File: src/rtl/core/wes_pkg.sv
// Package for the wave equation stencil block: payload, job and control types,
// register codes, reset values and sizing constants. Depends on nothing.
`timescale 1ns / 1ps

package wes_pkg;

   // Sizing defaults for the top-level parameters.
   localparam int MAX_POINTS_DEFAULT = 4096;
   localparam int FRAC_BITS_DEFAULT  = 16;

   // Fixed widths of the item fields and of the internal differences.
   localparam int DATA_W   = 32;
   localparam int KREG_W   = 31;
   localparam int MODE_W   = 6;
   localparam int INDEX_W  = 12;
   localparam int DIFF_W   = 35;
   localparam int WIDE_W   = 128;
   localparam int OPB_W    = 64;
   localparam int CSR_IDX_W = 3;

   // Depth of the job queue between front and back.
   localparam int QUEUE_DEPTH = 2;

   // Cap on the potential magnitudes.
   localparam logic [63:0] MAG_CAP = 64'h4000_0000_0000_0000;

   // Register reset values.
   localparam logic [KREG_W-1:0] INV_SPACING_RST     = 31'd197263;
   localparam logic [KREG_W-1:0] INV_SPACING_SQ_RST  = 31'd593763;
   localparam logic [KREG_W-1:0] INV_TWO_SPACING_RST = 31'd98632;
   localparam logic [MODE_W-1:0] HARMONIC_MODE_RST   = 6'd1;
   localparam logic [KREG_W-1:0] HOLE_MASS_RST       = 31'd65536;

   // Register index codes.
   typedef enum logic [CSR_IDX_W-1:0] {
      CSR_INV_SPACING     = 3'd0,
      CSR_INV_SPACING_SQ  = 3'd1,
      CSR_INV_TWO_SPACING = 3'd2,
      CSR_HARMONIC_MODE   = 3'd3,
      CSR_HOLE_MASS       = 3'd4
   } csr_index_type;

   typedef struct packed {
      logic signed [DATA_W-1:0] field_value;
      logic signed [DATA_W-1:0] field_gradient;
      logic signed [DATA_W-1:0] field_momentum;
      logic        [KREG_W-1:0] radius;
      logic                     last_point;
   } req_type;

   typedef struct packed {
      logic signed [DATA_W-1:0]  value_rate;
      logic signed [DATA_W-1:0]  gradient_rate;
      logic signed [DATA_W-1:0]  momentum_rate;
      logic        [INDEX_W-1:0] point_index;
      logic                      final_point;
   } rsp_type;

   typedef struct packed {
      logic [KREG_W-1:0] inv_spacing;
      logic [KREG_W-1:0] inv_spacing_sq;
      logic [KREG_W-1:0] inv_two_spacing;
      logic [MODE_W-1:0] harmonic_mode;
      logic [KREG_W-1:0] hole_mass;
   } cfg_type;

   // One result to compute: gradient = scale(grad_diff, grad_k),
   // momentum = scale(mom_diff, mom_k) - V(radius) * phi.
   typedef struct packed {
      logic signed [DATA_W-1:0]  rate;
      logic signed [DIFF_W-1:0]  grad_diff;
      logic        [KREG_W-1:0]  grad_k;
      logic signed [DIFF_W-1:0]  mom_diff;
      logic        [KREG_W-1:0]  mom_k;
      logic        [KREG_W-1:0]  radius;
      logic signed [DATA_W-1:0]  phi;
      logic        [INDEX_W-1:0] index;
      logic                      final_point;
   } job_type;

   typedef struct packed {
      logic              start;
      logic              is_div;
      logic [WIDE_W-1:0] a;
      logic [OPB_W-1:0]  b;
   } mdu_req_type;

   typedef struct packed {
      logic              busy;
      logic              done;
      logic [WIDE_W-1:0] result;
   } mdu_rsp_type;

   typedef enum logic [3:0] {
      ST_IDLE,
      ST_GRAD,
      ST_MOM,
      ST_U,
      ST_T2,
      ST_P,
      ST_X,
      ST_Q,
      ST_T,
      ST_DONE
   } back_state_type;

endpackage

File: src/rtl/core/wes_front.sv
// Front end: accepts grid points, keeps the two-point window and the point
// counter, and turns each point into zero, one or two jobs. Uses wes_pkg.
`timescale 1ns / 1ps

module wes_front
   import wes_pkg::*;
#(
   parameter int MAX_POINTS = MAX_POINTS_DEFAULT
) (
   input  logic    clock,
   input  logic    reset,
   input  logic    req_valid,
   output logic    req_ready,
   input  req_type req_data,
   input  cfg_type cfg,
   output logic    push_valid,
   input  logic    push_ready,
   output job_type push_data
);

   localparam int CNT_W = $clog2(MAX_POINTS);

   logic [CNT_W-1:0]         cnt_ff, cnt_in;
   logic signed [DATA_W-1:0] wv_ff [2];
   logic signed [DATA_W-1:0] wg_ff [2];
   logic signed [DATA_W-1:0] wm_ff [2];
   logic [KREG_W-1:0]        wr_ff [2];
   job_type                  job_a_ff, job_b_ff, job_a_in, job_b_in;
   logic                     have_a_ff, have_b_ff, have_a_in, have_b_in;

   logic                     accept, last;
   logic signed [DIFF_W-1:0] d_m_far, d_m_near, d_g_near, d_2;

   assign accept    = req_valid && req_ready;
   assign req_ready = !have_a_ff && !have_b_ff;
   assign last      = req_data.last_point || (cnt_ff >= CNT_W'(MAX_POINTS - 1));

   // Exact differences over the window.
   assign d_m_far  = DIFF_W'(req_data.field_momentum) - DIFF_W'(wm_ff[0]);
   assign d_m_near = DIFF_W'(req_data.field_momentum) - DIFF_W'(wm_ff[1]);
   assign d_g_near = DIFF_W'(req_data.field_gradient) - DIFF_W'(wg_ff[1]);
   assign d_2      = DIFF_W'(req_data.field_value) - (DIFF_W'(wv_ff[1]) <<< 1)
                     + DIFF_W'(wv_ff[0]);

   // Classify the point and build its jobs.
   always_comb begin
      job_a_in  = job_a_ff;
      job_b_in  = job_b_ff;
      have_a_in = have_a_ff;
      have_b_in = have_b_ff;
      cnt_in    = cnt_ff;

      // The outermost point, seen from this point as the right edge.
      job_b_in.rate        = req_data.field_momentum;
      job_b_in.grad_diff   = d_m_near;
      job_b_in.grad_k      = cfg.inv_spacing;
      job_b_in.mom_diff    = d_g_near;
      job_b_in.mom_k       = cfg.inv_spacing;
      job_b_in.radius      = req_data.radius;
      job_b_in.phi         = req_data.field_value;
      job_b_in.index       = INDEX_W'(cnt_ff);
      job_b_in.final_point = 1'b1;

      // The previous point.
      job_a_in.rate        = wm_ff[1];
      job_a_in.radius      = wr_ff[1];
      job_a_in.phi         = wv_ff[1];
      job_a_in.index       = INDEX_W'(cnt_ff - CNT_W'(1));
      job_a_in.final_point = 1'b0;
      if (cnt_ff == CNT_W'(1)) begin
         job_a_in.grad_diff = d_m_near;
         job_a_in.grad_k    = cfg.inv_spacing;
         job_a_in.mom_diff  = d_g_near;
         job_a_in.mom_k     = cfg.inv_spacing;
      end else begin
         job_a_in.grad_diff = d_m_far;
         job_a_in.grad_k    = cfg.inv_two_spacing;
         job_a_in.mom_diff  = d_2;
         job_a_in.mom_k     = cfg.inv_spacing_sq;
      end

      if (accept) begin
         if (cnt_ff == '0) begin
            // A grid of a single point has no differences at all.
            have_a_in          = 1'b0;
            have_b_in          = last;
            job_b_in.grad_diff = '0;
            job_b_in.mom_diff  = '0;
         end else begin
            have_a_in = 1'b1;
            have_b_in = last;
         end
         cnt_in = last ? '0 : cnt_ff + CNT_W'(1);
      end else if (push_valid && push_ready) begin
         if (have_a_ff) begin
            have_a_in = 1'b0;
         end else begin
            have_b_in = 1'b0;
         end
      end
   end

   assign push_valid = have_a_ff || have_b_ff;
   assign push_data  = have_a_ff ? job_a_ff : job_b_ff;

   always_ff @(posedge clock) begin
      if (reset) begin
         cnt_ff    <= '0;
         have_a_ff <= 1'b0;
         have_b_ff <= 1'b0;
      end else begin
         cnt_ff    <= cnt_in;
         have_a_ff <= have_a_in;
         have_b_ff <= have_b_in;
      end
   end

   // The jobs are captured with the item and held until pushed.
   // Window shift; the window is left as is at the end of a sweep.
   always_ff @(posedge clock) begin
      if (accept) begin
         job_a_ff <= job_a_in;
         job_b_ff <= job_b_in;
      end
      if (accept && !last) begin
         wv_ff[0] <= wv_ff[1];
         wg_ff[0] <= wg_ff[1];
         wm_ff[0] <= wm_ff[1];
         wr_ff[0] <= wr_ff[1];
         wv_ff[1] <= req_data.field_value;
         wg_ff[1] <= req_data.field_gradient;
         wm_ff[1] <= req_data.field_momentum;
         wr_ff[1] <= req_data.radius;
      end
   end

endmodule

File: src/rtl/core/wes_queue.sv
// Small job queue between the front end and the arithmetic back end.
// Uses the job type and depth from wes_pkg.
`timescale 1ns / 1ps

module wes_queue
   import wes_pkg::*;
(
   input  logic    clock,
   input  logic    reset,
   input  logic    push_valid,
   output logic    push_ready,
   input  job_type push_data,
   output logic    pop_valid,
   input  logic    pop,
   output job_type pop_data
);

   localparam int PTR_W = $clog2(QUEUE_DEPTH);

   job_type          mem_ff [QUEUE_DEPTH];
   logic [PTR_W-1:0] wr_ptr_ff, rd_ptr_ff;
   logic [PTR_W:0]   count_ff;
   logic             do_push, do_pop;

   assign push_ready = (count_ff != (PTR_W + 1)'(QUEUE_DEPTH));
   assign pop_valid  = (count_ff != '0);
   assign pop_data   = mem_ff[rd_ptr_ff];
   assign do_push    = push_valid && push_ready;
   assign do_pop     = pop && pop_valid;

   // Pointers wrap at the depth, which need not be a power of two.
   always_ff @(posedge clock) begin
      if (reset) begin
         wr_ptr_ff <= '0;
         rd_ptr_ff <= '0;
         count_ff  <= '0;
      end else begin
         if (do_push) begin
            wr_ptr_ff <= (wr_ptr_ff == PTR_W'(QUEUE_DEPTH - 1)) ? '0 : wr_ptr_ff + PTR_W'(1);
         end
         if (do_pop) begin
            rd_ptr_ff <= (rd_ptr_ff == PTR_W'(QUEUE_DEPTH - 1)) ? '0 : rd_ptr_ff + PTR_W'(1);
         end
         count_ff <= count_ff + (PTR_W + 1)'(do_push) - (PTR_W + 1)'(do_pop);
      end
   end

   always_ff @(posedge clock) begin
      if (do_push) begin
         mem_ff[wr_ptr_ff] <= push_data;
      end
   end

endmodule

File: src/rtl/core/wes_mdu.sv
// Iterative multiply and divide unit: shift-add multiply of a 128-bit operand
// by a 64-bit operand, restoring divide of 128 bits by 32. Uses wes_pkg.
`timescale 1ns / 1ps

module wes_mdu
   import wes_pkg::*;
(
   input  logic        clock,
   input  logic        reset,
   input  mdu_req_type mreq,
   output mdu_rsp_type mrsp
);

   localparam int CNT_W = $clog2(WIDE_W);

   logic              busy_ff, done_ff, is_div_ff;
   logic [CNT_W-1:0]  cnt_ff;
   logic [WIDE_W-1:0] opa_ff, opa_in, acc_ff, acc_in;
   logic [OPB_W-1:0]  opb_ff, opb_in;
   logic [31:0]       rem_ff, rem_in;
   logic [32:0]       trial;
   logic              fits;

   // One bit of the quotient or of the multiplier each cycle.
   always_comb begin
      trial  = {rem_ff, opa_ff[WIDE_W-1]};
      fits   = (trial >= {1'b0, opb_ff[31:0]});
      rem_in = rem_ff;
      acc_in = acc_ff;
      opb_in = opb_ff;
      if (is_div_ff) begin
         rem_in = fits ? 32'(trial - {1'b0, opb_ff[31:0]}) : trial[31:0];
         opa_in = {opa_ff[WIDE_W-2:0], fits};
      end else begin
         acc_in = opb_ff[0] ? acc_ff + opa_ff : acc_ff;
         opa_in = {opa_ff[WIDE_W-2:0], 1'b0};
         opb_in = {1'b0, opb_ff[OPB_W-1:1]};
      end
   end

   always_ff @(posedge clock) begin
      if (reset) begin
         busy_ff <= 1'b0;
         done_ff <= 1'b0;
      end else begin
         done_ff <= 1'b0;
         if (mreq.start) begin
            busy_ff <= 1'b1;
         end else if (busy_ff && cnt_ff == '0) begin
            busy_ff <= 1'b0;
            done_ff <= 1'b1;
         end
      end
   end

   always_ff @(posedge clock) begin
      if (mreq.start) begin
         is_div_ff <= mreq.is_div;
         opa_ff    <= mreq.a;
         opb_ff    <= mreq.b;
         acc_ff    <= '0;
         rem_ff    <= '0;
         cnt_ff    <= mreq.is_div ? CNT_W'(WIDE_W - 1) : CNT_W'(OPB_W - 1);
      end else if (busy_ff) begin
         opa_ff <= opa_in;
         opb_ff <= opb_in;
         acc_ff <= acc_in;
         rem_ff <= rem_in;
         cnt_ff <= cnt_ff - CNT_W'(1);
      end
   end

   assign mrsp.busy   = busy_ff;
   assign mrsp.done   = done_ff;
   assign mrsp.result = is_div_ff ? opa_ff : acc_ff;

   a_start_idle : assert property (@(posedge clock) disable iff (reset)
      mreq.start |-> !busy_ff)
      else $error("multiply/divide started while busy");

   a_done_pulse : assert property (@(posedge clock) disable iff (reset)
      done_ff |-> !busy_ff)
      else $error("done raised while still iterating");

   a_done_after : assert property (@(posedge clock) disable iff (reset)
      (busy_ff && cnt_ff == '0 && !mreq.start) |=> done_ff)
      else $error("last step did not raise done");

endmodule

File: src/rtl/core/wes_back.sv
// Back end: takes jobs from the queue, runs the scaled differences and the
// potential term through wes_mdu, saturates and holds the result. Uses wes_pkg.
`timescale 1ns / 1ps

module wes_back
   import wes_pkg::*;
#(
   parameter int FRAC_BITS = FRAC_BITS_DEFAULT
) (
   input  logic        clock,
   input  logic        reset,
   input  cfg_type     cfg,
   input  logic        pop_valid,
   output logic        pop,
   input  job_type     pop_data,
   output mdu_req_type mreq,
   input  mdu_rsp_type mrsp,
   output logic        rsp_valid,
   input  logic        rsp_ready,
   output rsp_type     rsp_data
);

   back_state_type    state_ff, state_in;
   job_type           job_ff;
   logic              issued_ff, pot_zero_ff, rsp_valid_ff, rsp_load;
   rsp_type           rsp_data_ff;
   logic signed [63:0] grad_ff, mom_ff, mom_total, scaled;
   logic [63:0]       u_ff, w_ff, v_ff, potmag_ff, shifted, capped;
   logic [WIDE_W-1:0] x_ff;

   logic [31:0]        rs, m2, amag, pm;
   logic               neg_r, pneg;
   logic [11:0]        ll;
   logic [DIFF_W-1:0]  gmag, mmag;

   function automatic logic signed [DATA_W-1:0] sat32(input logic signed [63:0] v);
      logic signed [63:0] hi, lo;
      hi = 64'sh0000_0000_7FFF_FFFF;
      lo = -64'sh0000_0000_8000_0000;
      if (v > hi) begin
         return DATA_W'(hi);
      end else if (v < lo) begin
         return DATA_W'(lo);
      end
      return DATA_W'(v);
   endfunction

   // Operands of the current job.
   assign rs    = (job_ff.radius == '0) ? 32'd1 : {1'b0, job_ff.radius};
   assign m2    = {cfg.hole_mass, 1'b0};
   assign neg_r = (m2 > rs);
   assign amag  = neg_r ? m2 - rs : rs - m2;
   assign ll    = 12'(cfg.harmonic_mode * (7'(cfg.harmonic_mode) + 7'd1));
   assign pm    = 32'(job_ff.phi[DATA_W-1] ? -33'(job_ff.phi) : 33'(job_ff.phi));
   assign pneg  = neg_r ^ job_ff.phi[DATA_W-1];
   assign gmag  = job_ff.grad_diff[DIFF_W-1] ? DIFF_W'(-job_ff.grad_diff) : job_ff.grad_diff;
   assign mmag  = job_ff.mom_diff[DIFF_W-1] ? DIFF_W'(-job_ff.mom_diff) : job_ff.mom_diff;

   // Shifted product and its capped form (in ST_Q, of the unshifted quotient), shared by the capture steps.
   assign shifted = 64'(mrsp.result >> FRAC_BITS);
   assign scaled  = (state_ff == ST_GRAD) ?
                    (job_ff.grad_diff[DIFF_W-1] ? -$signed(shifted) : $signed(shifted)) :
                    (job_ff.mom_diff[DIFF_W-1] ? -$signed(shifted) : $signed(shifted));
   assign capped  = (state_ff == ST_Q) ?
                    ((mrsp.result[WIDE_W-1:64] != '0 || mrsp.result[63:0] > MAG_CAP) ?
                     MAG_CAP : mrsp.result[63:0]) :
                    ((64'(mrsp.result >> (FRAC_BITS + 64)) != '0 || shifted > MAG_CAP) ?
                     MAG_CAP : shifted);

   assign mom_total = pneg ? mom_ff + $signed(potmag_ff) : mom_ff - $signed(potmag_ff);

   // Sequencer over the multiply and divide steps of one job.
   always_comb begin
      state_in   = state_ff;
      pop        = 1'b0;
      rsp_load   = 1'b0;
      mreq       = '0;
      mreq.start = !issued_ff;
      unique case (state_ff)
         ST_IDLE: begin
            mreq.start = 1'b0;
            if (pop_valid) begin
               pop      = 1'b1;
               state_in = ST_GRAD;
            end
         end
         ST_GRAD: begin
            mreq.a = WIDE_W'(gmag);
            mreq.b = OPB_W'(job_ff.grad_k);
            if (mrsp.done) state_in = ST_MOM;
         end
         ST_MOM: begin
            mreq.a = WIDE_W'(mmag);
            mreq.b = OPB_W'(job_ff.mom_k);
            if (mrsp.done) state_in = pot_zero_ff ? ST_DONE : ST_U;
         end
         ST_U: begin
            mreq.is_div = 1'b1;
            mreq.a      = WIDE_W'(amag) << FRAC_BITS;
            mreq.b      = OPB_W'(rs);
            if (mrsp.done) state_in = ST_T2;
         end
         ST_T2: begin
            mreq.is_div = 1'b1;
            mreq.a      = WIDE_W'(m2) << FRAC_BITS;
            mreq.b      = OPB_W'(rs);
            if (mrsp.done) state_in = ST_P;
         end
         ST_P: begin
            mreq.a = WIDE_W'(u_ff);
            mreq.b = w_ff;
            if (mrsp.done) state_in = ST_X;
         end
         ST_X: begin
            mreq.is_div = 1'b1;
            mreq.a      = x_ff;
            mreq.b      = OPB_W'(rs);
            if (mrsp.done) state_in = (mrsp.result[WIDE_W-1:96] != '0) ? ST_T : ST_Q;
         end
         ST_Q: begin
            mreq.is_div = 1'b1;
            mreq.a      = x_ff << FRAC_BITS;
            mreq.b      = OPB_W'(rs);
            if (mrsp.done) state_in = ST_T;
         end
         ST_T: begin
            mreq.a = WIDE_W'(v_ff);
            mreq.b = OPB_W'(pm);
            if (mrsp.done) state_in = ST_DONE;
         end
         ST_DONE: begin
            mreq.start = 1'b0;
            if (!rsp_valid_ff || rsp_ready) begin
               rsp_load = 1'b1;
               state_in = ST_IDLE;
            end
         end
         default: begin
            mreq.start = 1'b0;
            state_in   = ST_IDLE;
         end
      endcase
   end

   always_ff @(posedge clock) begin
      if (reset) begin
         state_ff     <= ST_IDLE;
         issued_ff    <= 1'b0;
         rsp_valid_ff <= 1'b0;
      end else begin
         state_ff <= state_in;
         if (mreq.start) begin
            issued_ff <= 1'b1;
         end else if (mrsp.done) begin
            issued_ff <= 1'b0;
         end
         if (rsp_load) begin
            rsp_valid_ff <= 1'b1;
         end else if (rsp_ready) begin
            rsp_valid_ff <= 1'b0;
         end
      end
   end

   // Captures of the intermediate values as each step finishes.
   always_ff @(posedge clock) begin
      if (pop) begin
         job_ff      <= pop_data;
         potmag_ff   <= '0;
         pot_zero_ff <= (pop_data.phi == '0) ||
                        (pop_data.radius == '0 ? (m2 == 32'd1) : (m2 == {1'b0, pop_data.radius}));
      end
      if (mrsp.done) begin
         case (state_ff)
            ST_GRAD: grad_ff <= scaled;
            ST_MOM:  mom_ff  <= scaled;
            ST_U:    u_ff    <= mrsp.result[63:0];
            ST_T2:   w_ff    <= (64'(ll) << FRAC_BITS) + mrsp.result[63:0];
            ST_P:    x_ff    <= mrsp.result;
            ST_X: begin
               x_ff <= mrsp.result;
               if (mrsp.result[WIDE_W-1:96] != '0) v_ff <= MAG_CAP;
            end
            ST_Q:    v_ff      <= capped;
            ST_T:    potmag_ff <= capped;
            default: begin
            end
         endcase
      end
      if (rsp_load) begin
         rsp_data_ff.value_rate    <= job_ff.rate;
         rsp_data_ff.gradient_rate <= sat32(grad_ff);
         rsp_data_ff.momentum_rate <= sat32(mom_total);
         rsp_data_ff.point_index   <= job_ff.index;
         rsp_data_ff.final_point   <= job_ff.final_point;
      end
   end

   assign rsp_valid = rsp_valid_ff;
   assign rsp_data  = rsp_data_ff;

   a_load_free : assert property (@(posedge clock) disable iff (reset)
      rsp_load |-> (!rsp_valid_ff || rsp_ready))
      else $error("result overwritten before it was taken");

   a_x_cap : assert property (@(posedge clock) disable iff (reset)
      (state_ff == ST_X && mrsp.done && mrsp.result[WIDE_W-1:96] != '0) |=>
         (v_ff == MAG_CAP && state_ff == ST_T))
      else $error("oversized quotient not capped");

   a_no_issue_idle : assert property (@(posedge clock) disable iff (reset)
      mreq.start |-> (state_ff != ST_IDLE && state_ff != ST_DONE))
      else $error("arithmetic started outside a compute step");

endmodule

File: src/rtl/core/wave_equation_stencil_rhs_top.sv
// Top level of the wave equation stencil block: register file and the front,
// queue, multiply/divide and back instances. Uses wes_pkg and all wes_ modules.
`timescale 1ns / 1ps

// Grid points enter one per item on req_; each gives the time derivatives of
// the previous point on rsp_ once its right neighbor is known, and the last
// point of a sweep of two or more points gives two results. The rates are
// worked out by one shared iterative multiply/divide unit, one bit per cycle.
// A result whose potential term is zero needs only the two scaling
// multiplies; any other also needs four divides (three if the third one
// overflows) and two multiplies for the potential. A point waits at the input
// only while its own jobs are moved into the two-entry job queue, so the
// sustained rate is set by the arithmetic unit. Registers are to be written
// on csr_ only while the block is idle; the block does not enforce this.
module wave_equation_stencil_rhs_top
   import wes_pkg::*;
#(
   parameter int MAX_POINTS = MAX_POINTS_DEFAULT,
   parameter int FRAC_BITS  = FRAC_BITS_DEFAULT
) (
   input  logic                 clock,
   input  logic                 reset,
   input  logic                 req_valid,
   output logic                 req_ready,
   input  req_type              req_data,
   output logic                 rsp_valid,
   input  logic                 rsp_ready,
   output rsp_type              rsp_data,
   input  logic                 csr_valid,
   output logic                 csr_ready,
   input  logic [CSR_IDX_W-1:0] csr_index,
   input  logic [DATA_W-1:0]    csr_data
);

   cfg_type     cfg_ff;
   logic        push_valid, push_ready, pop_valid, pop;
   job_type     push_data, pop_data;
   mdu_req_type mreq;
   mdu_rsp_type mrsp;

   assign csr_ready = 1'b1;

   // Register file; unknown indexes are ignored.
   always_ff @(posedge clock) begin
      if (reset) begin
         cfg_ff.inv_spacing     <= INV_SPACING_RST;
         cfg_ff.inv_spacing_sq  <= INV_SPACING_SQ_RST;
         cfg_ff.inv_two_spacing <= INV_TWO_SPACING_RST;
         cfg_ff.harmonic_mode   <= HARMONIC_MODE_RST;
         cfg_ff.hole_mass       <= HOLE_MASS_RST;
      end else if (csr_valid && csr_ready) begin
         unique case (csr_index)
            CSR_INV_SPACING:     cfg_ff.inv_spacing     <= csr_data[KREG_W-1:0];
            CSR_INV_SPACING_SQ:  cfg_ff.inv_spacing_sq  <= csr_data[KREG_W-1:0];
            CSR_INV_TWO_SPACING: cfg_ff.inv_two_spacing <= csr_data[KREG_W-1:0];
            CSR_HARMONIC_MODE:   cfg_ff.harmonic_mode   <= csr_data[MODE_W-1:0];
            CSR_HOLE_MASS:       cfg_ff.hole_mass       <= csr_data[KREG_W-1:0];
            default: begin
            end
         endcase
      end
   end

   wes_front #(.MAX_POINTS(MAX_POINTS)) u_front (
      .clock      (clock),
      .reset      (reset),
      .req_valid  (req_valid),
      .req_ready  (req_ready),
      .req_data   (req_data),
      .cfg        (cfg_ff),
      .push_valid (push_valid),
      .push_ready (push_ready),
      .push_data  (push_data)
   );

   wes_queue u_queue (
      .clock      (clock),
      .reset      (reset),
      .push_valid (push_valid),
      .push_ready (push_ready),
      .push_data  (push_data),
      .pop_valid  (pop_valid),
      .pop        (pop),
      .pop_data   (pop_data)
   );

   wes_mdu u_mdu (
      .clock (clock),
      .reset (reset),
      .mreq  (mreq),
      .mrsp  (mrsp)
   );

   wes_back #(.FRAC_BITS(FRAC_BITS)) u_back (
      .clock     (clock),
      .reset     (reset),
      .cfg       (cfg_ff),
      .pop_valid (pop_valid),
      .pop       (pop),
      .pop_data  (pop_data),
      .mreq      (mreq),
      .mrsp      (mrsp),
      .rsp_valid (rsp_valid),
      .rsp_ready (rsp_ready),
      .rsp_data  (rsp_data)
   );

endmodule

File: config.mk
export PLATFORM = sky130hd
export DESIGN_NAME = wave_equation_stencil_rhs_top
export DESIGN_NICKNAME = d
export VERILOG_FILES = /design/src/rtl/core/wes_pkg.sv /design/src/rtl/core/wes_front.sv /design/src/rtl/core/wes_queue.sv /design/src/rtl/core/wes_mdu.sv /design/src/rtl/core/wes_back.sv /design/src/rtl/core/wave_equation_stencil_rhs_top.sv
export SDC_FILE = /design/constraint.sdc
export NUM_CORES = 2
export LEC_CHECK = 0
export BUFFER_PORTS_ARGS = -buffer_cell sky130_fd_sc_hd__buf_4
export CAP_MARGIN = 0
export CORE_AREA = 4 4 648 650
export CTS_CLUSTER_DIAMETER = 60
export DETAILED_ROUTE_END_ITERATION = 7
export DIE_AREA = 0 0 652 654
export SYNTH_ARGS = -nofsm -noshare
export SYNTH_HDL_FRONTEND = slang
export SYNTH_SLANG_ARGS = --single-unit
File: constraint.sdc
create_clock -name clock -period 52.9 [get_ports clock]
set_input_delay 5.29 -clock clock [delete_from_list [all_inputs] [get_ports clock]]
set_output_delay 5.29 -clock clock [all_outputs]
set_load 0.02 [all_outputs]
==> Yosys cells after proc, flatten, opt, wreduce, memory -nomap -nowiden <==
Memory sizes are Yosys's and may differ from the RTL's. A register that Yosys moved wholly into a read port is not among the register bits.
Index checks and enable logic that the tools add are counted.
{ "word_totals": {"word_cells": 268, "romBits": 0, "memories": 5, "ff_bits": 1825, "latchBits": 0, "out_inout_bits": 112, "ram_bits": 734} }
{ "memory_table": {"columns": ["memory", "words", "word_bits", "read_ports", "rd_ports_with_merged_regs", "write_ports", "line_no", "rtl"], "rows": [
  ["u_queue.mem_ff", 2, 240, 1, 1, 1, "wes_queue.sv:20", "job_type mem_ff [QUEUE_DEPTH];"],
  ["u_front.wg_ff", 2, 32, 1, 0, 2, "wes_front.sv:25", "logic signed [DATA_W-1:0] wg_ff [2];"],
  ["u_front.wm_ff", 2, 32, 2, 0, 2, "wes_front.sv:26", "logic signed [DATA_W-1:0] wm_ff [2];"],
  ["u_front.wv_ff", 2, 32, 2, 0, 2, "wes_front.sv:24", "logic signed [DATA_W-1:0] wv_ff [2];"],
  ["u_front.wr_ff", 2, 31, 1, 0, 2, "wes_front.sv:27", "logic [KREG_W-1:0] wr_ff [2];"]
]} }
{ "op_classes": {"n_addsub": 24, "eq_ne": 29, "bitwise": 2, "n_lt_le_gt_ge": 9, "n_mul": 1, "n_shift": 0, "mux": 85, "reduce_logical": 54, "div_mod_pow": 0} }
{ "op_table": {"columns": ["operator", "n"], "rows": [
  ["one-hot mux 192 bit (8 select lines)", 1],
  ["2-to-1 mux 64 bit", 14],
  ["2-to-1 mux 128 bit", 3],
  ["2-to-1 mux 32 bit", 9],
  ["2-to-1 mux 240 bit", 1],
  ["2-to-1 mux 132 bit", 1],
  ["adder 128 bit", 1],
  ["greater-than comparator 64 x 32 -> 1 bit, second input constant", 2],
  ["greater-than comparator 64 x 63 -> 1 bit, second input constant", 2],
  ["< comparator 64 x 32 -> 1 bit, second input constant", 2],
  ["one-hot mux 64 bit (2 select lines)", 1],
  ["nonzero test 64 bit", 2],
  ["subtractor 32 x 32 -> 33 bit", 3],
  ["subtractor 32 bit", 3],
  ["2-to-1 mux 35 bit", 2],
  ["negator 35 bit", 2],
  ["adder 28 x 64 -> 64 bit", 1],
  ["adder 64 bit", 1],
  ["negator 64 bit", 1],
  ["subtractor 64 bit", 1],
  ["logical NOT 31 bit", 2],
  ["2-to-1 mux 4 bit", 12],
  ["one-hot mux 4 bit (10 select lines)", 1],
  ["adder 34 x 32 -> 35 bit", 1],
  ["other kinds (46)", 135]
]} }

==> Longest topological paths before layout <==
{ "depth": {"word_depth": 10, "ltp_mapped": 35, "ltp_nobuf": 32} }

==> Modules after synthesis <==
A second synthesis with hierarchy kept.
{ "unflattened": {"hier_cells": 10985, "area_unflattened_um2": 129035.0} }
{ "by_module_without_submodules": {"columns": ["mod", "area_each_um2", "instances", "cells_each"], "rows": [
  ["wes_back", 46796.1, 1, 4132],
  ["wes_front", 32253.4, 1, 2661],
  ["wes_mdu", 26232.7, 1, 2936],
  ["wes_queue", 18595.3, 1, 776],
  ["wave_equation_stencil_rhs_top", 5157.4, 1, 480]
]} }

==> Worst setup path after synthesis <==
OpenSTA, ideal clock, no wires.
{ "synth_timing": {"kind": "reg2reg", "startpoint": "reg u_back.state_ff[1]", "endpoint": "reg u_back.potmag_ff[60]", "setup_ns": 0.158, "synth_period_minus_slack_ns": 27.941, "required_time_ns": 52.742, "stages_incl_launch_ff": 7, "path_slack_ns": 24.959, "arrival_time_ns": 27.783, "cell_sequence": "dfxtp_1 -> clkbuf_1 -> or2_2 -> clkbuf_1 -> nor4_1 -> a21oi_1 -> a32o_1"} }
{ "synth_between": {"elab_chain_len": 5, "elab_cells_between_ends": 8} }
{ "synth_rtl": {"columns": ["item", "line_no", "rtl"], "rows": [
  ["start, declared", "wes_back.sv:23", "back_state_type state_ff, state_in;"],
  ["start signal, assigned", "wes_back.sv:151", "state_ff <= state_in;"],
  ["logical NOT 4 bit (*)", "wes_back.sv:79", "unique case (state_ff)"],
  ["2-to-1 mux 1 bit (*)", "wes_back.sv:79", null],
  ["via pop", "wave_equation_stencil_rhs_top.sv:36", "logic push_valid, push_ready, pop_valid, pop;"],
  ["2-to-1 mux 64 bit (*)", "wes_back.sv:167", "if (pop) begin"],
  ["2-to-1 mux 64 bit", "wes_back.sv:174", "case (state_ff)"],
  ["2-to-1 mux 64 bit (*)", "wes_back.sv:173", "if (mrsp.done) begin"],
  ["end signal, assigned", "wes_back.sv:185", "ST_T: potmag_ff <= capped;"],
  ["end, declared", "wes_back.sv:28", "logic [63:0] u_ff, w_ff, v_ff, potmag_ff, shifted, capped;"]
]} }
The timed path passes the listed nets; every way through them passes the cells marked *.
A chain may end at the register's enable or synchronous reset.

==> Final worst setup path <==
{ "layout_timing": {"startpoint": "reg u_back.job_ff[59] (netlist name)", "endpoint": "reg u_back.rsp_data_ff (netlist bit u_back.rsp_data[21]), data pin"} }
{ "layout_between": {"elab_chain_len": 10, "elab_cells_between_ends": 12} }
{ "layout_rtl": {"columns": ["item", "line_no", "rtl"], "rows": [
  ["start, declared", "wes_back.sv:24", "job_type job_ff;"],
  ["start signal, assigned", "wes_back.sv:168", "job_ff <= pop_data;"],
  ["logical NOT 31 bit", "wes_back.sv:49", "assign rs = (job_ff.radius == '0) ? 32'd1 : {1'b0, job_ff.radius};"],
  ["2-to-1 mux 31 bit (*)", "wes_back.sv:49", null],
  ["greater-than comparator 32 bit (*)", "wes_back.sv:51", "assign neg_r = (m2 > rs);"],
  ["bitwise XOR 1 bit (*)", "wes_back.sv:55", "assign pneg = neg_r ^ job_ff.phi[DATA_W-1];"],
  ["2-to-1 mux 64 bit (*)", "wes_back.sv:70", "assign mom_total = pneg ? mom_ff + $signed(potmag_ff) : mom_ff - $signed(potmag_ff);"],
  ["< comparator 64 x 32 -> 1 bit", "wes_back.sv:42", "end else if (v < lo) begin"],
  ["2-to-1 mux 1 bit", "wes_back.sv:42", null],
  ["2-to-1 mux 1 bit", "wes_back.sv:40", "if (v > hi) begin"],
  ["2-to-1 mux 1 bit", "wes_back.sv:190", "if (rsp_load) begin"],
  ["2-to-1 mux 32 bit (*)", "wes_back.sv:45", "return DATA_W'(v);"],
  ["end, declared", "wes_back.sv:26", "rsp_type rsp_data_ff;"]
]} }
Mark *: on every way between the ends. The rest lies on a longest branch, timed or not. The select of a mux whose other input is x is not followed.

==> impl_metrics.py <==
metrics = {
    "finish": {
        "regArea_um2": 70820,
        "multi_input_area_um2": 49170,
        "finish.utilization": 0.3430,
        "n_fill_cell": 40920,
        "drive_gt1_frac": 0.1251,
        "nets": 11800,
        "syn_to_final_growth_pct": 14.27,
        "instances_no_fill": 16820,
    },
    "synth": {
        "ys_seq_area_frac": 0.5710,
        "ys_top_cells_by_area": "edfxtp_1 (51%), dfxtp_1 (6.2%), ha_1 (4.7%)",
        "synth.largest_area_cell": "edfxtp_1",
        "synth_cells": 10930,
        "synthArstFlopShare": 0,
        "synthesis.area_um2": 124000,
        "synth_edf_count": 2104,
        "ys_warn_count": 0,
        "synth_ff_type": "edfxtp_1",
        "yosysUniqueCellTypes": 91,
        "synth.avg_cell_area_um2": 11.34,
        "synth_seq_cells": 2485,
        "synth_nets": 11620,
        "synth_top_area_frac": 0.5095,
    },
    "worst_setup_path": {
        "slowest_stage": "nor4_2",
        "slowest_delay_ns": 0.97,
        "path_delay_family": "simple AND/OR/NAND/NOR gates",
        "cp-start-kind": "register",
        "critical_path_class": "reg2reg",
        "crit_path_end_kind": "register",
        "path_buf_inv": 3,
        "cp.arrival_ns": 12.09,
        "path_max_fanout": 56,
        "cp.required_ns": 53.65,
    },
    "sta": {
        "worst_slew_pin_slew_ns": 1.414,
        "final_max_slew_viol_count": 0,
        "fin_ws_ns": 41.56,
        "rsz0062_at_grt": "false",
        "max_freq_mhz": 88.18,
        "tns_ns": 0,
        "finalSetupViolations": 0,
        "fin_crit_sh": 0.2144,
        "maxSlewHeadroom": 0.05389,
        "min_period_ns": 11.34,
        "hold_viol": 0,
        "skew_ns": 0.1101,
    },
    "clock_network": {
        "clock_tree.root_cell": "clkbuf_16",
        "cts_max_level": 5,
        "cts_tree": "yes",
        "clock-sinks": 2485,
        "cts_buffers": 286,
        "cts-resized-gates": 0,
        "clkSlewWorstSetupHoldPaths_ns": 0.06,
        "postCtsSetupBuffers": 0,
        "hold_buffers": 0,
        "clock_path_buffers": 4,
        "clk_latency_ns": 0.96,
    },
    "route": {
        "first_iter_violations": 7719,
        "num_vias": 85520,
        "drt-total-wl_um": 365700,
        "ant_nets": 0,
        "wl_per_cell_um": 21.74,
        "dr.pass1.iters": 8,
        "via_per_inst": 5.084,
        "drc": 1,
    },
    "status": {
        "violations": "DRC",
        "status": "finished with violations",
    },
    "placement": {
        "dpl_worst_slack_ns": 41.85,
        "port_buffers": 277,
        "dp_hpwl_um": 264800,
        "gp_congestion": 0.9251,
        "place_inst": 16290,
    },
    "pwr": {
        "peakVddDrop_mv": 0.05040,
        "p_per_area_nw_per_um2": 50.29,
        "power_leakage_nw": 52.32,
    },
    "worst_hold_path": {
        "hold_class": "reg2reg",
    },
    "global_route": {
        "grt.total_usage": 0.1647,
        "antenna_found_initial": 18,
        "grt_pass1_vias": 82210,
        "grt_start_max_net_pins": 102,
        "grt_pass1_wl_um": 537300,
        "gr-total-overflow": 0,
    },
    "floorplan": {
        "design.die.area_um2": 426400,
        "die_w_um": 652,
        "io_pins": 280,
        "die_y_um": 654,
        "coreArea_um2": 413100,
        "placement_rows": 236,
        "initial_core_util": 0.3002,
    },
    "flow_run": {
        "cap_viol_max_count": 0,
    },
}
==> cells in the mapped netlist (149+ instances only) <==
| cell type | instances |
|---|---|
| o21ai_0 | 549 |
| a21o_1 | 220 |
| mux2i_1 | 227 |
| dfxtp_1 | 381 |
| ha_1 | 462 |
| clkbuf_1 | 484 |
| mux2_2 | 457 |
| nor3_1 | 149 |
| nand2_1 | 1534 |
| inv_1 | 586 |
| edfxtp_1 | 2104 |
| a21oi_1 | 786 |
| nand4_1 | 151 |
| xor2_1 | 202 |
| nor2_1 | 593 |
| xnor2_1 | 456 |
==> area by class of cell <==
type,instances,share of cell area
diodes,10,0.0001766
repair buffers,423,0.02241
clock inverters,154,0.01255
multi-input cells,7322,0.3470
inverters,588,0.01566
clock buffers,366,0.05408
well taps,5474,0.04833
flip-flops and latches,2485,0.4998
==> cells in the final DEF (no fill, tap or decap), types with 72 or more instances in the layout <==
master     instances
o21ai_0          547
a21o_1           220
nor3_1           143
nor2_1           585
a211oi_1          83
nand2_1         1528
xnor2_1          455
a21oi_1          785
xor2_1           202
o31ai_1          132
clkbuf_16        291
nand2b_1          93
nor4_1            76
edfxtp_1        2104
o21bai_1          79
a31oi_1           76
dfxtp_1          378
mux2_2           457
nor2b_1           72
buf_4            423
nand3_1          118
mux2i_1          220
inv_1            583
ha_1             462
nand4_1          151
==> where the power goes <==
part | leakage, nW | internal, W | switching (W) | total, W
clock | 4.59 | 0.00115 | 0.000842 | 0.00199
combinational | 25.2 | 0.000769 | 0.00158 | 0.00235
sequential | 22.6 | 0.00260 | 0.000191 | 0.00279
total | 52.3 | 0.00451 | 0.00261 | 0.00713
==> stage by stage <==
stage	hold slack (ns)	power, W	area, um2
floorplan	0.4003	0.004435	124000
global placement	0.4008	0.005139	132200
detailed placement	0.4045	0.005156	132200
CTS	0.4057	0.007166	141700
global route	0.4219	0.007474	141700
finish	0.4125	0.007126	141700
==> layer usage <==
metal,share of wire,wire (um),GRT usage,vias to the layer above
met5,0.00016,57,0,-
met4,0.037,13590,0.05786,8
met3,0.065,23610,0.02645,555
met2,0.47,171500,0.2721,2524
met1,0.43,156900,0.2185,42200
li1,-,-,-,40240
==> sequential cells by signal, indices dropped and copies added (netlist names), 109 cells and up, named ones only <==
signal	count
u_front.job_a_ff	237
u_mdu.opa_ff	128
u_front.job_b_ff	204
u_back.x_ff	128
u_mdu.acc_ff	128
cfg_ff	130
u_queue.mem_ff	476
u_back.rsp_data	109
u_back.job_ff	238
==> cell families (layout without fill, tap and decap cells) <==
| logic type | Yosys count | in the layout | share of synthesized area |
|---|---|---|---|
| AOI/OAI and AO/OA | 2356 | 2356 | 0.1187 |
| DFF | 2485 | 2485 | 0.5710 |
| adders and majority gates | 523 | 523 | 0.05646 |
| and+or+nand+nor | 3097 | 3097 | 0.1126 |
| buffers and inverters | 1126 | 1531 | 0.03454 |
| muxes | 685 | 685 | 0.05993 |
| xor gates and xnor gates | 659 | 659 | 0.04669 |
| other | 2 | 12 | 0.00006056 |
==> worst paths after layout <==
check                              startpoint                            end  slack, ns  depth (start not counted)
hold reg to reg    u_back.job_ff[0]$_DFFE_PP_   u_back.rsp_data[0]$_DFFE_PP_       0.41                          0
setup reg to reg  u_back.job_ff[59]$_DFFE_PP_  u_back.rsp_data[21]$_DFFE_PP_      41.56                         32
setup / recovery  u_back.job_ff[59]$_DFFE_PP_  u_back.rsp_data[21]$_DFFE_PP_      41.56                         32
hold / removal     u_back.job_ff[0]$_DFFE_PP_   u_back.rsp_data[0]$_DFFE_PP_       0.41                          0
Note: power is estimated with default switching activity, not from simulation.
